<file path="config.mk">
export PLATFORM = sky130hd
export DESIGN_NAME = stereo_state_variable_filter
export DESIGN_NICKNAME = d
export VERILOG_FILES = /design/src/rtl/core/ssvf_pkg.sv /design/src/rtl/core/stereo_state_variable_filter.sv /design/src/rtl/core/ssvf_lane.sv
export SDC_FILE = /design/constraint.sdc
export NUM_CORES = 2
export LEC_CHECK = 0
export BUFFER_PORTS_ARGS = -buffer_cell sky130_fd_sc_hd__clkbuf_2
export CAP_MARGIN = 20
export CORE_MARGIN = 2
export CORE_UTILIZATION = 46
export CTS_CLUSTER_DIAMETER = 50
export DETAILED_ROUTE_END_ITERATION = 10
export PLACE_DENSITY = 0.69
export SLEW_MARGIN = 20
export SYNTH_ARGS = -nofsm -noshare
export SYNTH_HDL_FRONTEND = slang
export SYNTH_SLANG_ARGS = --single-unit
</file>
<file path="constraint.sdc">
create_clock -name clk -period 9.3 [get_ports clk]
set_input_delay 0 -clock clk [delete_from_list [all_inputs] [get_ports clk]]
set_output_delay 0 -clock clk [all_outputs]
set_load 0.005 [all_outputs]
</file>
<file path="src/rtl/core/ssvf_pkg.sv">
// Package with the shared types, constants and codes of the stereo state variable filter.
package ssvf_pkg;

    localparam int SAMPLE_BITS    = 16;
    localparam int STATE_BITS_DEF = 20;
    localparam int COEF_BITS      = 16;
    localparam int FREQ_BITS      = COEF_BITS - 1;
    localparam int MODE_BITS      = 2;
    localparam int CFG_INDEX_BITS = 2;
    localparam int CFG_DATA_BITS  = COEF_BITS;

    localparam logic [FREQ_BITS-1:0] FREQ_RESET = FREQ_BITS'(575);
    localparam logic [COEF_BITS-1:0] DAMP_RESET = COEF_BITS'(11370);

    typedef enum logic [MODE_BITS-1:0] {
        MODE_LOW   = 2'd0,
        MODE_HIGH  = 2'd1,
        MODE_BAND  = 2'd2,
        MODE_NOTCH = 2'd3
    } mode_t;

    typedef enum logic [CFG_INDEX_BITS-1:0] {
        REG_MODE   = 2'd0,
        REG_FREQ   = 2'd1,
        REG_DAMP   = 2'd2,
        REG_UNUSED = 2'd3
    } cfg_index_t;

    typedef struct packed {
        logic                          action;
        logic signed [SAMPLE_BITS-1:0] left_sample;
        logic signed [SAMPLE_BITS-1:0] right_sample;
    } in_item_t;

    typedef struct packed {
        logic signed [SAMPLE_BITS-1:0] left_out;
        logic signed [SAMPLE_BITS-1:0] right_out;
    } out_item_t;

    typedef struct packed {
        logic load;
        logic clear;
        logic mul_damp;
        logic mul_f_high;
        logic mul_f_band;
        logic upd_high;
        logic upd_band;
        logic upd_low;
    } lane_ctrl_t;

endpackage

</file>
<file path="src/rtl/core/stereo_state_variable_filter.sv">
// Top level of the stereo state variable filter: sequencer, two channel lanes and output stage.
//
//   Port group  Direction  Handshake           Contents
//   in_*        input      in_valid/in_ready   action, left and right sample
//   out_*       output     out_valid/out_ready left and right filtered sample
//   cfg_*       input      cfg_wr_en           mode, freq_coef, damp_coef
//
// A filter transaction steps through the states MUL_D, HIGH, MUL_FH, BAND, MUL_FB, LOW and OUT;
// each lane steps one multiplier through three coefficient products in sequence.
// A clear transaction clears the integrators, keeps the input open and produces no result.
// Reset clears the integrators and loads the default coefficients; no clearing pass.
// The output register holds one result; a stalled output blocks only the final step.
module stereo_state_variable_filter #(
    parameter int STATE_BITS = ssvf_pkg::STATE_BITS_DEF
) (
    input  logic                                   clk,
    input  logic                                   rst_n,
    input  logic                                   in_valid,
    output logic                                   in_ready,
    input  ssvf_pkg::in_item_t                     in_data,
    output logic                                   out_valid,
    input  logic                                   out_ready,
    output ssvf_pkg::out_item_t                    out_data,
    input  logic                                   cfg_wr_en,
    input  logic [ssvf_pkg::CFG_INDEX_BITS-1:0]    cfg_index,
    input  logic [ssvf_pkg::CFG_DATA_BITS-1:0]     cfg_data
);

    typedef enum logic [7:0] {
        ST_IDLE   = 8'b0000_0001,
        ST_MUL_D  = 8'b0000_0010,
        ST_HIGH   = 8'b0000_0100,
        ST_MUL_FH = 8'b0000_1000,
        ST_BAND   = 8'b0001_0000,
        ST_MUL_FB = 8'b0010_0000,
        ST_LOW    = 8'b0100_0000,
        ST_OUT    = 8'b1000_0000
    } seq_state_t;

    seq_state_t                         state_reg;
    seq_state_t                         state_next;
    ssvf_pkg::mode_t                    mode_reg;
    logic [ssvf_pkg::FREQ_BITS-1:0]     freq_reg;
    logic [ssvf_pkg::COEF_BITS-1:0]     damp_reg;
    logic                               out_valid_reg;
    ssvf_pkg::out_item_t                out_data_reg;

    logic                               in_accept;
    logic                               slot_free;
    ssvf_pkg::lane_ctrl_t               ctrl;
    logic signed [ssvf_pkg::SAMPLE_BITS-1:0] y_left;
    logic signed [ssvf_pkg::SAMPLE_BITS-1:0] y_right;

    assign in_ready  = (state_reg == ST_IDLE);
    assign in_accept = in_valid && in_ready;
    assign slot_free = !out_valid_reg || out_ready;
    assign out_valid = out_valid_reg;
    assign out_data  = out_data_reg;

    always_comb
    begin
        ctrl            = '0;
        ctrl.load       = in_accept && !in_data.action;
        ctrl.clear      = in_accept && in_data.action;
        ctrl.mul_damp   = (state_reg == ST_MUL_D);
        ctrl.upd_high   = (state_reg == ST_HIGH);
        ctrl.mul_f_high = (state_reg == ST_MUL_FH);
        ctrl.upd_band   = (state_reg == ST_BAND);
        ctrl.mul_f_band = (state_reg == ST_MUL_FB);
        ctrl.upd_low    = (state_reg == ST_LOW);
    end

    always_comb
    begin
        state_next = state_reg;
        unique case (state_reg)
            ST_IDLE:
            begin
                if (in_accept && !in_data.action)
                begin
                    state_next = ST_MUL_D;
                end
            end
            ST_MUL_D:  state_next = ST_HIGH;
            ST_HIGH:   state_next = ST_MUL_FH;
            ST_MUL_FH: state_next = ST_BAND;
            ST_BAND:   state_next = ST_MUL_FB;
            ST_MUL_FB: state_next = ST_LOW;
            ST_LOW:    state_next = ST_OUT;
            ST_OUT:
            begin
                if (slot_free)
                begin
                    state_next = ST_IDLE;
                end
            end
            default:   state_next = ST_IDLE;
        endcase
    end

    always_ff @(posedge clk or negedge rst_n)
    begin
        if (!rst_n)
        begin
            state_reg <= ST_IDLE;
        end
        else
        begin
            state_reg <= state_next;
        end
    end

    always_ff @(posedge clk or negedge rst_n)
    begin
        if (!rst_n)
        begin
            mode_reg <= ssvf_pkg::MODE_LOW;
            freq_reg <= ssvf_pkg::FREQ_RESET;
            damp_reg <= ssvf_pkg::DAMP_RESET;
        end
        else if (cfg_wr_en)
        begin
            unique case (ssvf_pkg::cfg_index_t'(cfg_index))
                ssvf_pkg::REG_MODE:
                    mode_reg <= ssvf_pkg::mode_t'(cfg_data[ssvf_pkg::MODE_BITS-1:0]);
                ssvf_pkg::REG_FREQ:
                    freq_reg <= cfg_data[ssvf_pkg::FREQ_BITS-1:0];
                ssvf_pkg::REG_DAMP:
                    damp_reg <= cfg_data[ssvf_pkg::COEF_BITS-1:0];
                default:
                begin
                end
            endcase
        end
    end

    ssvf_lane #(
        .STATE_BITS (STATE_BITS)
    ) u_lane_left (
        .clk    (clk),
        .rst_n  (rst_n),
        .ctrl   (ctrl),
        .sample (in_data.left_sample),
        .mode   (mode_reg),
        .freq   (freq_reg),
        .damp   (damp_reg),
        .y      (y_left)
    );

    ssvf_lane #(
        .STATE_BITS (STATE_BITS)
    ) u_lane_right (
        .clk    (clk),
        .rst_n  (rst_n),
        .ctrl   (ctrl),
        .sample (in_data.right_sample),
        .mode   (mode_reg),
        .freq   (freq_reg),
        .damp   (damp_reg),
        .y      (y_right)
    );

    // The two lane results merge into one output transaction.
    always_ff @(posedge clk or negedge rst_n)
    begin
        if (!rst_n)
        begin
            out_valid_reg <= 1'b0;
        end
        else if ((state_reg == ST_OUT) && slot_free)
        begin
            out_valid_reg <= 1'b1;
        end
        else if (out_ready)
        begin
            out_valid_reg <= 1'b0;
        end
    end

    always_ff @(posedge clk)
    begin
        if ((state_reg == ST_OUT) && slot_free)
        begin
            out_data_reg.left_out  <= y_left;
            out_data_reg.right_out <= y_right;
        end
    end

endmodule

</file>
<file path="src/rtl/core/ssvf_lane.sv">
// One filter channel: integrators, a shared multiplier and the output selection.
module ssvf_lane #(
    parameter int STATE_BITS = ssvf_pkg::STATE_BITS_DEF
) (
    input  logic                                    clk,
    input  logic                                    rst_n,
    input  ssvf_pkg::lane_ctrl_t                    ctrl,
    input  logic signed [ssvf_pkg::SAMPLE_BITS-1:0] sample,
    input  ssvf_pkg::mode_t                         mode,
    input  logic [ssvf_pkg::FREQ_BITS-1:0]          freq,
    input  logic [ssvf_pkg::COEF_BITS-1:0]          damp,
    output logic signed [ssvf_pkg::SAMPLE_BITS-1:0] y
);

    localparam int SB = ssvf_pkg::SAMPLE_BITS;
    localparam int CB = ssvf_pkg::COEF_BITS;
    localparam int CF = CB - 2;
    localparam int PW = STATE_BITS + CB + 1;
    localparam int WW = STATE_BITS + CB + 4;

    localparam logic signed [WW-1:0] HALF    = WW'(64'sd1 <<< (CF - 1));
    localparam logic signed [WW-1:0] ST_MAX  = WW'((64'sd1 <<< (STATE_BITS - 1)) - 64'sd1);
    localparam logic signed [WW-1:0] ST_MIN  = -ST_MAX - WW'(1);
    localparam logic signed [WW-1:0] SMP_MAX = WW'((64'sd1 <<< (SB - 1)) - 64'sd1);
    localparam logic signed [WW-1:0] SMP_MIN = -SMP_MAX - WW'(1);

    logic signed [SB-1:0]         x_reg;
    logic signed [STATE_BITS-1:0] low_reg;
    logic signed [STATE_BITS-1:0] band_reg;
    logic signed [STATE_BITS-1:0] high_reg;
    logic signed [PW-1:0]         prod_reg;

    logic signed [STATE_BITS-1:0] mul_a;
    logic signed [CB:0]           mul_b;
    logic signed [PW-1:0]         prod_next;
    logic signed [WW-1:0]         scaled;
    logic signed [WW-1:0]         high_sum;
    logic signed [WW-1:0]         band_sum;
    logic signed [WW-1:0]         low_sum;
    logic signed [WW-1:0]         notch_sum;
    logic signed [STATE_BITS-1:0] high_next;
    logic signed [STATE_BITS-1:0] band_next;
    logic signed [STATE_BITS-1:0] low_next;
    logic signed [STATE_BITS-1:0] notch_val;
    logic signed [STATE_BITS-1:0] sel_val;
    logic signed [WW-1:0]         sel_ext;

    function automatic logic signed [STATE_BITS-1:0] sat_state(input logic signed [WW-1:0] v);
        logic signed [WW-1:0] r;
        begin
            if (v > ST_MAX)
            begin
                r = ST_MAX;
            end
            else if (v < ST_MIN)
            begin
                r = ST_MIN;
            end
            else
            begin
                r = v;
            end
            return r[STATE_BITS-1:0];
        end
    endfunction

    assign mul_a     = (ctrl.mul_f_high) ? high_reg : band_reg;
    assign mul_b     = (ctrl.mul_damp) ? $signed({1'b0, damp}) : $signed({2'b00, freq});
    assign prod_next = mul_a * mul_b;

    // Round to nearest with ties upward, then drop the coefficient fraction bits.
    assign scaled    = (WW'(prod_reg) + HALF) >>> CF;
    assign high_sum  = WW'(x_reg) - scaled - WW'(low_reg);
    assign band_sum  = WW'(band_reg) + scaled;
    assign low_sum   = WW'(low_reg) + scaled;
    assign notch_sum = WW'(high_reg) + WW'(low_reg);

    assign high_next = sat_state(high_sum);
    assign band_next = sat_state(band_sum);
    assign low_next  = sat_state(low_sum);
    assign notch_val = sat_state(notch_sum);

    always_comb
    begin
        unique case (mode)
            ssvf_pkg::MODE_LOW:   sel_val = low_reg;
            ssvf_pkg::MODE_HIGH:  sel_val = high_reg;
            ssvf_pkg::MODE_BAND:  sel_val = band_reg;
            ssvf_pkg::MODE_NOTCH: sel_val = notch_val;
            default:              sel_val = notch_val;
        endcase
    end

    assign sel_ext = WW'(sel_val);

    always_comb
    begin
        if (sel_ext > SMP_MAX)
        begin
            y = SMP_MAX[SB-1:0];
        end
        else if (sel_ext < SMP_MIN)
        begin
            y = SMP_MIN[SB-1:0];
        end
        else
        begin
            y = sel_ext[SB-1:0];
        end
    end

    always_ff @(posedge clk or negedge rst_n)
    begin
        if (!rst_n)
        begin
            low_reg  <= '0;
            band_reg <= '0;
        end
        else if (ctrl.clear)
        begin
            low_reg  <= '0;
            band_reg <= '0;
        end
        else
        begin
            if (ctrl.upd_band)
            begin
                band_reg <= band_next;
            end
            if (ctrl.upd_low)
            begin
                low_reg <= low_next;
            end
        end
    end

    always_ff @(posedge clk)
    begin
        if (ctrl.load)
        begin
            x_reg <= sample;
        end
        if (ctrl.mul_damp || ctrl.mul_f_high || ctrl.mul_f_band)
        begin
            prod_reg <= prod_next;
        end
        if (ctrl.upd_high)
        begin
            high_reg <= high_next;
        end
    end

endmodule

</file>
==> Flow_metrics.wiki <==
{| class="wikitable"
! Metric !! Value
|-
| Wire length of the first global-routing pass || 212000 µm
|-
| Pwr per Cell Area || 182 nW/µm²
|-
| Number of H-tree branching levels || 2
|-
| Total GRT Usage || 26.2%
|-
| Fill count || 9459
|-
| # clock sinks || 274
|-
| Total placed cells including tap cells || 6705
|-
| Count of synthesis-stage warnings from yosys || 0
|-
| Met2 layer wire length in the routed design || 62600 µm
|-
| Cell count after synthesis || roughly 5300
|-
| Part of the Yosys area used for sequential elements || 16.3%
|-
| Inserted Clock Buffers || 49
|-
| Async set-or-reset flop fraction in the synthesized netlist || around 45%
|-
| Nature of the critical path startpoint || register
|-
| Maximum frequency from static timing analysis || 116 MHz
|-
| Insertion delay to the later sink of the worst-skew pair || 0.62 ns
|-
| Worst min-delay path category || primary input to register
|-
| Share of layout cells above drive strength 1 || 6.91%
|-
| Final count of pins violating max slew || 0
|-
| Area of the mapped netlist || 46800 µm²
|-
| Post-Route Hold Slack || roughly 0.097 ns
|-
| Average detailed-routed wire length per instance || 19.4 µm
|-
| Synthesized netlist net count || 6493
|-
| FF+latch count, synth || 274
|-
| Count of buffers added by post-CTS timing repair for setup || 0
|-
| Die height || roughly 320 µm
|-
| Post-CTS resize count || 0
|-
| Final non-filler cell total || about 6900
|-
| Static power due to leakage || 25.6 nW
|-
| Average footprint of a synthesized cell || 8.78 µm²
|-
| Commonest cells after routing, fill and taps aside || 1057 x inv_1, 730 x nand2_1, 692 x fa_1
|-
| Drc violations || 0
|-
| Worst reg-to-reg path cell count || 26
|-
| Growth of design area from synthesis to finish || 9.97%
|-
| Number of global-route vias before repair || 38600
|-
| PortBufs || slightly below 90
|-
| Transition at the pin with the smallest max-transition slack || between 1 and 1.5 ns
|-
| Area of placed instances || 49200 µm²
|-
| Cts hold-fix bufs || 57
|-
| Total Negative Setup Slacks || 0 ns
|-
| Most common cell after layout, fill and taps aside || inv_1
|-
| Root Buffer Master || clkbuf_16
|-
| Length of the first detailed-routing pass in iterations || 6
|-
| Final total power || 9.36 mW
|-
| Number of nets still failing antenna checks after routing || 0
|-
| Hold Violations, Final || 0
|-
| Post-detailed-placement half-perimeter wirelength || 107000 µm
|-
| Critical Setup Path Class || register to register
|-
| WHS Path Cells || 2
|-
| Final instance area || 51400 µm²
|-
| Final critical delay including setup and external delays || ~8.6 ns
|-
| Clock tree from TritonCTS || yes
|-
| Flip-flop count of the largest register, all copies and words added || 32
|-
| Final net count || 6627
|-
| Unrepaired setup endpoints after global routing || false
|-
| Row count || 116
|-
| Worst Path Required || between 9 and 10 ns
|-
| X dimension of the die || about 320 µm
|-
| Worst slew margin || a little under a quarter
|-
| Data arrival time of the critical path || roughly 9.0 ns
|-
| Run status || complete, no violations
|-
| Dominant register cell in the synthesized netlist || edfxtp_1
|-
| Total detailed-routing wirelength || 133000 µm
|-
| Clock skew after layout || 0.0230 ns
|-
| Antenna violations before repair || 1
|-
| Largest fanout of any net on the critical path || 15
|-
| Number of violations of the max-capacitance limit || 0
|-
| Clock transition at the registers of the reported paths || 0.06 ns
|-
| Netlist cell types || 100
|-
| Starting density of the core || 46.6%
|-
| Initial detailed-routing violation count || about 2600
|-
| Largest net degree at the start of global routing || 68
|-
| Highest routed metal layer || met4
|-
| Vias per Instance || 5.48
|-
| Via total after detailed routing || 37600
|-
| Placeable core area || approximately 100000 µm²
|-
| Deepest clock path buffer count || 3
|-
| Number of setup violations in the final report || 0
|-
| Met1 routed wirelength after detailed routing || 54900 µm
|-
| GP Congestion || 0.954
|-
| Die area || 104000 µm²
|-
| Global route overflow || 0
|-
| Metal3 WL || 9700 µm
|-
| Final period utilization || 93.0%
|-
| Peak VDD IR || 0.139 mV
|-
| Kind of end point of the critical path || register
|-
| Count of flip-flops with a built-in enable after synthesis || ~150
|-
| I/O pin count || 90
|-
| Inserted Diodes || 0
|}
-- final timing paths --
check	endpoint	slack [ns]	start
max in group asynchronous	mode_reg[1]	7.70	rst_n
worst min register to register	freq_reg[13]	0.54	freq_reg[13]
min in group asynchronous	u_lane_left.low_reg[14]	0.36	rst_n
worst max-delay path	u_lane_left.prod_reg[31]	0.65	state_reg[7]
worst min-delay path	u_lane_right.x_reg[14]	0.1	in_data[14]
worst max register to register	u_lane_left.prod_reg[31]	0.65	state_reg[7]
-- power breakdown --
group / internal [mW] / switching [mW]
Clock: 1.11 / 0.746
Sequential: 1.57 / 0.144
Combinational: 2.16 / 3.63
-- Yosys cell counts (14+ instances only) --
| cell | count | area, µm² |
|---|---|---|
| nand3_1 | 60 | 300 |
| edfxtp_1 | 152 | 4560 |
| xnor2_1 | 142 | 1240 |
| nand4_1 | 23 | 144 |
| and3_1 | 36 | 225 |
| a21o_1 | 84 | 631 |
| o22ai_1 | 18 | 113 |
| nor2_1 | 433 | 1630 |
| a31oi_1 | 21 | 131 |
| inv_1 | 1057 | 3970 |
| dfstp_2 | 15 | 394 |
| nor3_1 | 43 | 215 |
| o21ai_1 | 34 | 170 |
| o31ai_1 | 17 | 128 |
| or3_1 | 14 | 87.6 |
| o21bai_1 | 27 | 203 |
| nor2b_1 | 35 | 219 |
| mux2_2 | 33 | 372 |
| o21ai_0 | 194 | 971 |
| dfrtp_1 | 107 | 2680 |
| o21a_1 | 34 | 255 |
| xor2_1 | 101 | 885 |
| mux2i_1 | 68 | 681 |
| a21oi_1 | 210 | 1050 |
| fa_1 | 692 | 13900 |
| clkbuf_1 | 141 | 529 |
| nand2b_1 | 42 | 263 |
| o221ai_1 | 22 | 193 |
| nand2_1 | 730 | 2740 |
| ha_1 | 422 | 5280 |
| a221o_1 | 20 | 200 |
| a211oi_1 | 29 | 218 |
| o211ai_1 | 61 | 458 |
-- area by class of cell --
| cell class | count | area [µm²] | share of cell area, % |
|---|---|---|---|
| Clock buffer | 56 | 1290 | 2.52 |
| Tap cell | 1357 | 1700 | 3.30 |
| Clock inverter | 36 | 365 | 0.711 |
| Multi-Input combinational cell | 3829 | 34600 | 67.3 |
| Sequential cell | 274 | 7640 | 14.9 |
| Timing Repair Buffer | 246 | 1850 | 3.59 |
| Inverter | 1057 | 3970 | 7.72 |
-- metrics by stage --
stage / setup slack [ns] / util [%]
after global routing: 0.197 / 51.2
after global placement: 0.952 / 48.9
after floorplan: 1.53 / -
after detailed placement: 0.783 / 48.9
final: 0.654 / 51.2
after CTS: 0.754 / 51.2
-- kinds of logic (layout without fill, tap and decap cells) --
kind of cell,after synthesis,in the layout,share of synthesized area [%]
buf+inv,1220,1395,9.86
flops,274,274,16.3
compound gates,866,866,12.1
simple gates,1501,1501,13.9
fa+ha+maj,1116,1116,41.0
xor+xnor,244,244,4.59
mux,102,102,2.30
-- worst max-delay path, stage by stage (launching register included) --
cell and delay, ns:
dfrtp_1 0.45, nor4_1 0.38, nand2_1 0.16, nor3b_2 0.17, buf_4 0.29, nand2_1 0.09, nand2_1 0.47, nand2_1 0.24
fa_1 0.64, fa_1 0.58, inv_1 0.05, fa_1 0.54, fa_1 0.46, fa_1 0.55, inv_1 0.05, fa_1 0.53
inv_1 0.04, ha_1 0.33, nand4_1 0.17, or2_2 0.33, nor4_1 0.30, o21ai_0 0.21, o21ai_0 0.62, a21oi_1 0.22
o21bai_1 0.25, a21oi_1 0.12, xnor2_1 0.13
-- routing by layer --
metal / GRT usage (%) / up-vias
met5: 0 / -
met4: 10.7 / 0
met3: 4.29 / 303
met2: 43.5 / 1388
met1: 34.1 / 18600
li1: - / 17300
Power figures use the tool's default switching activity.
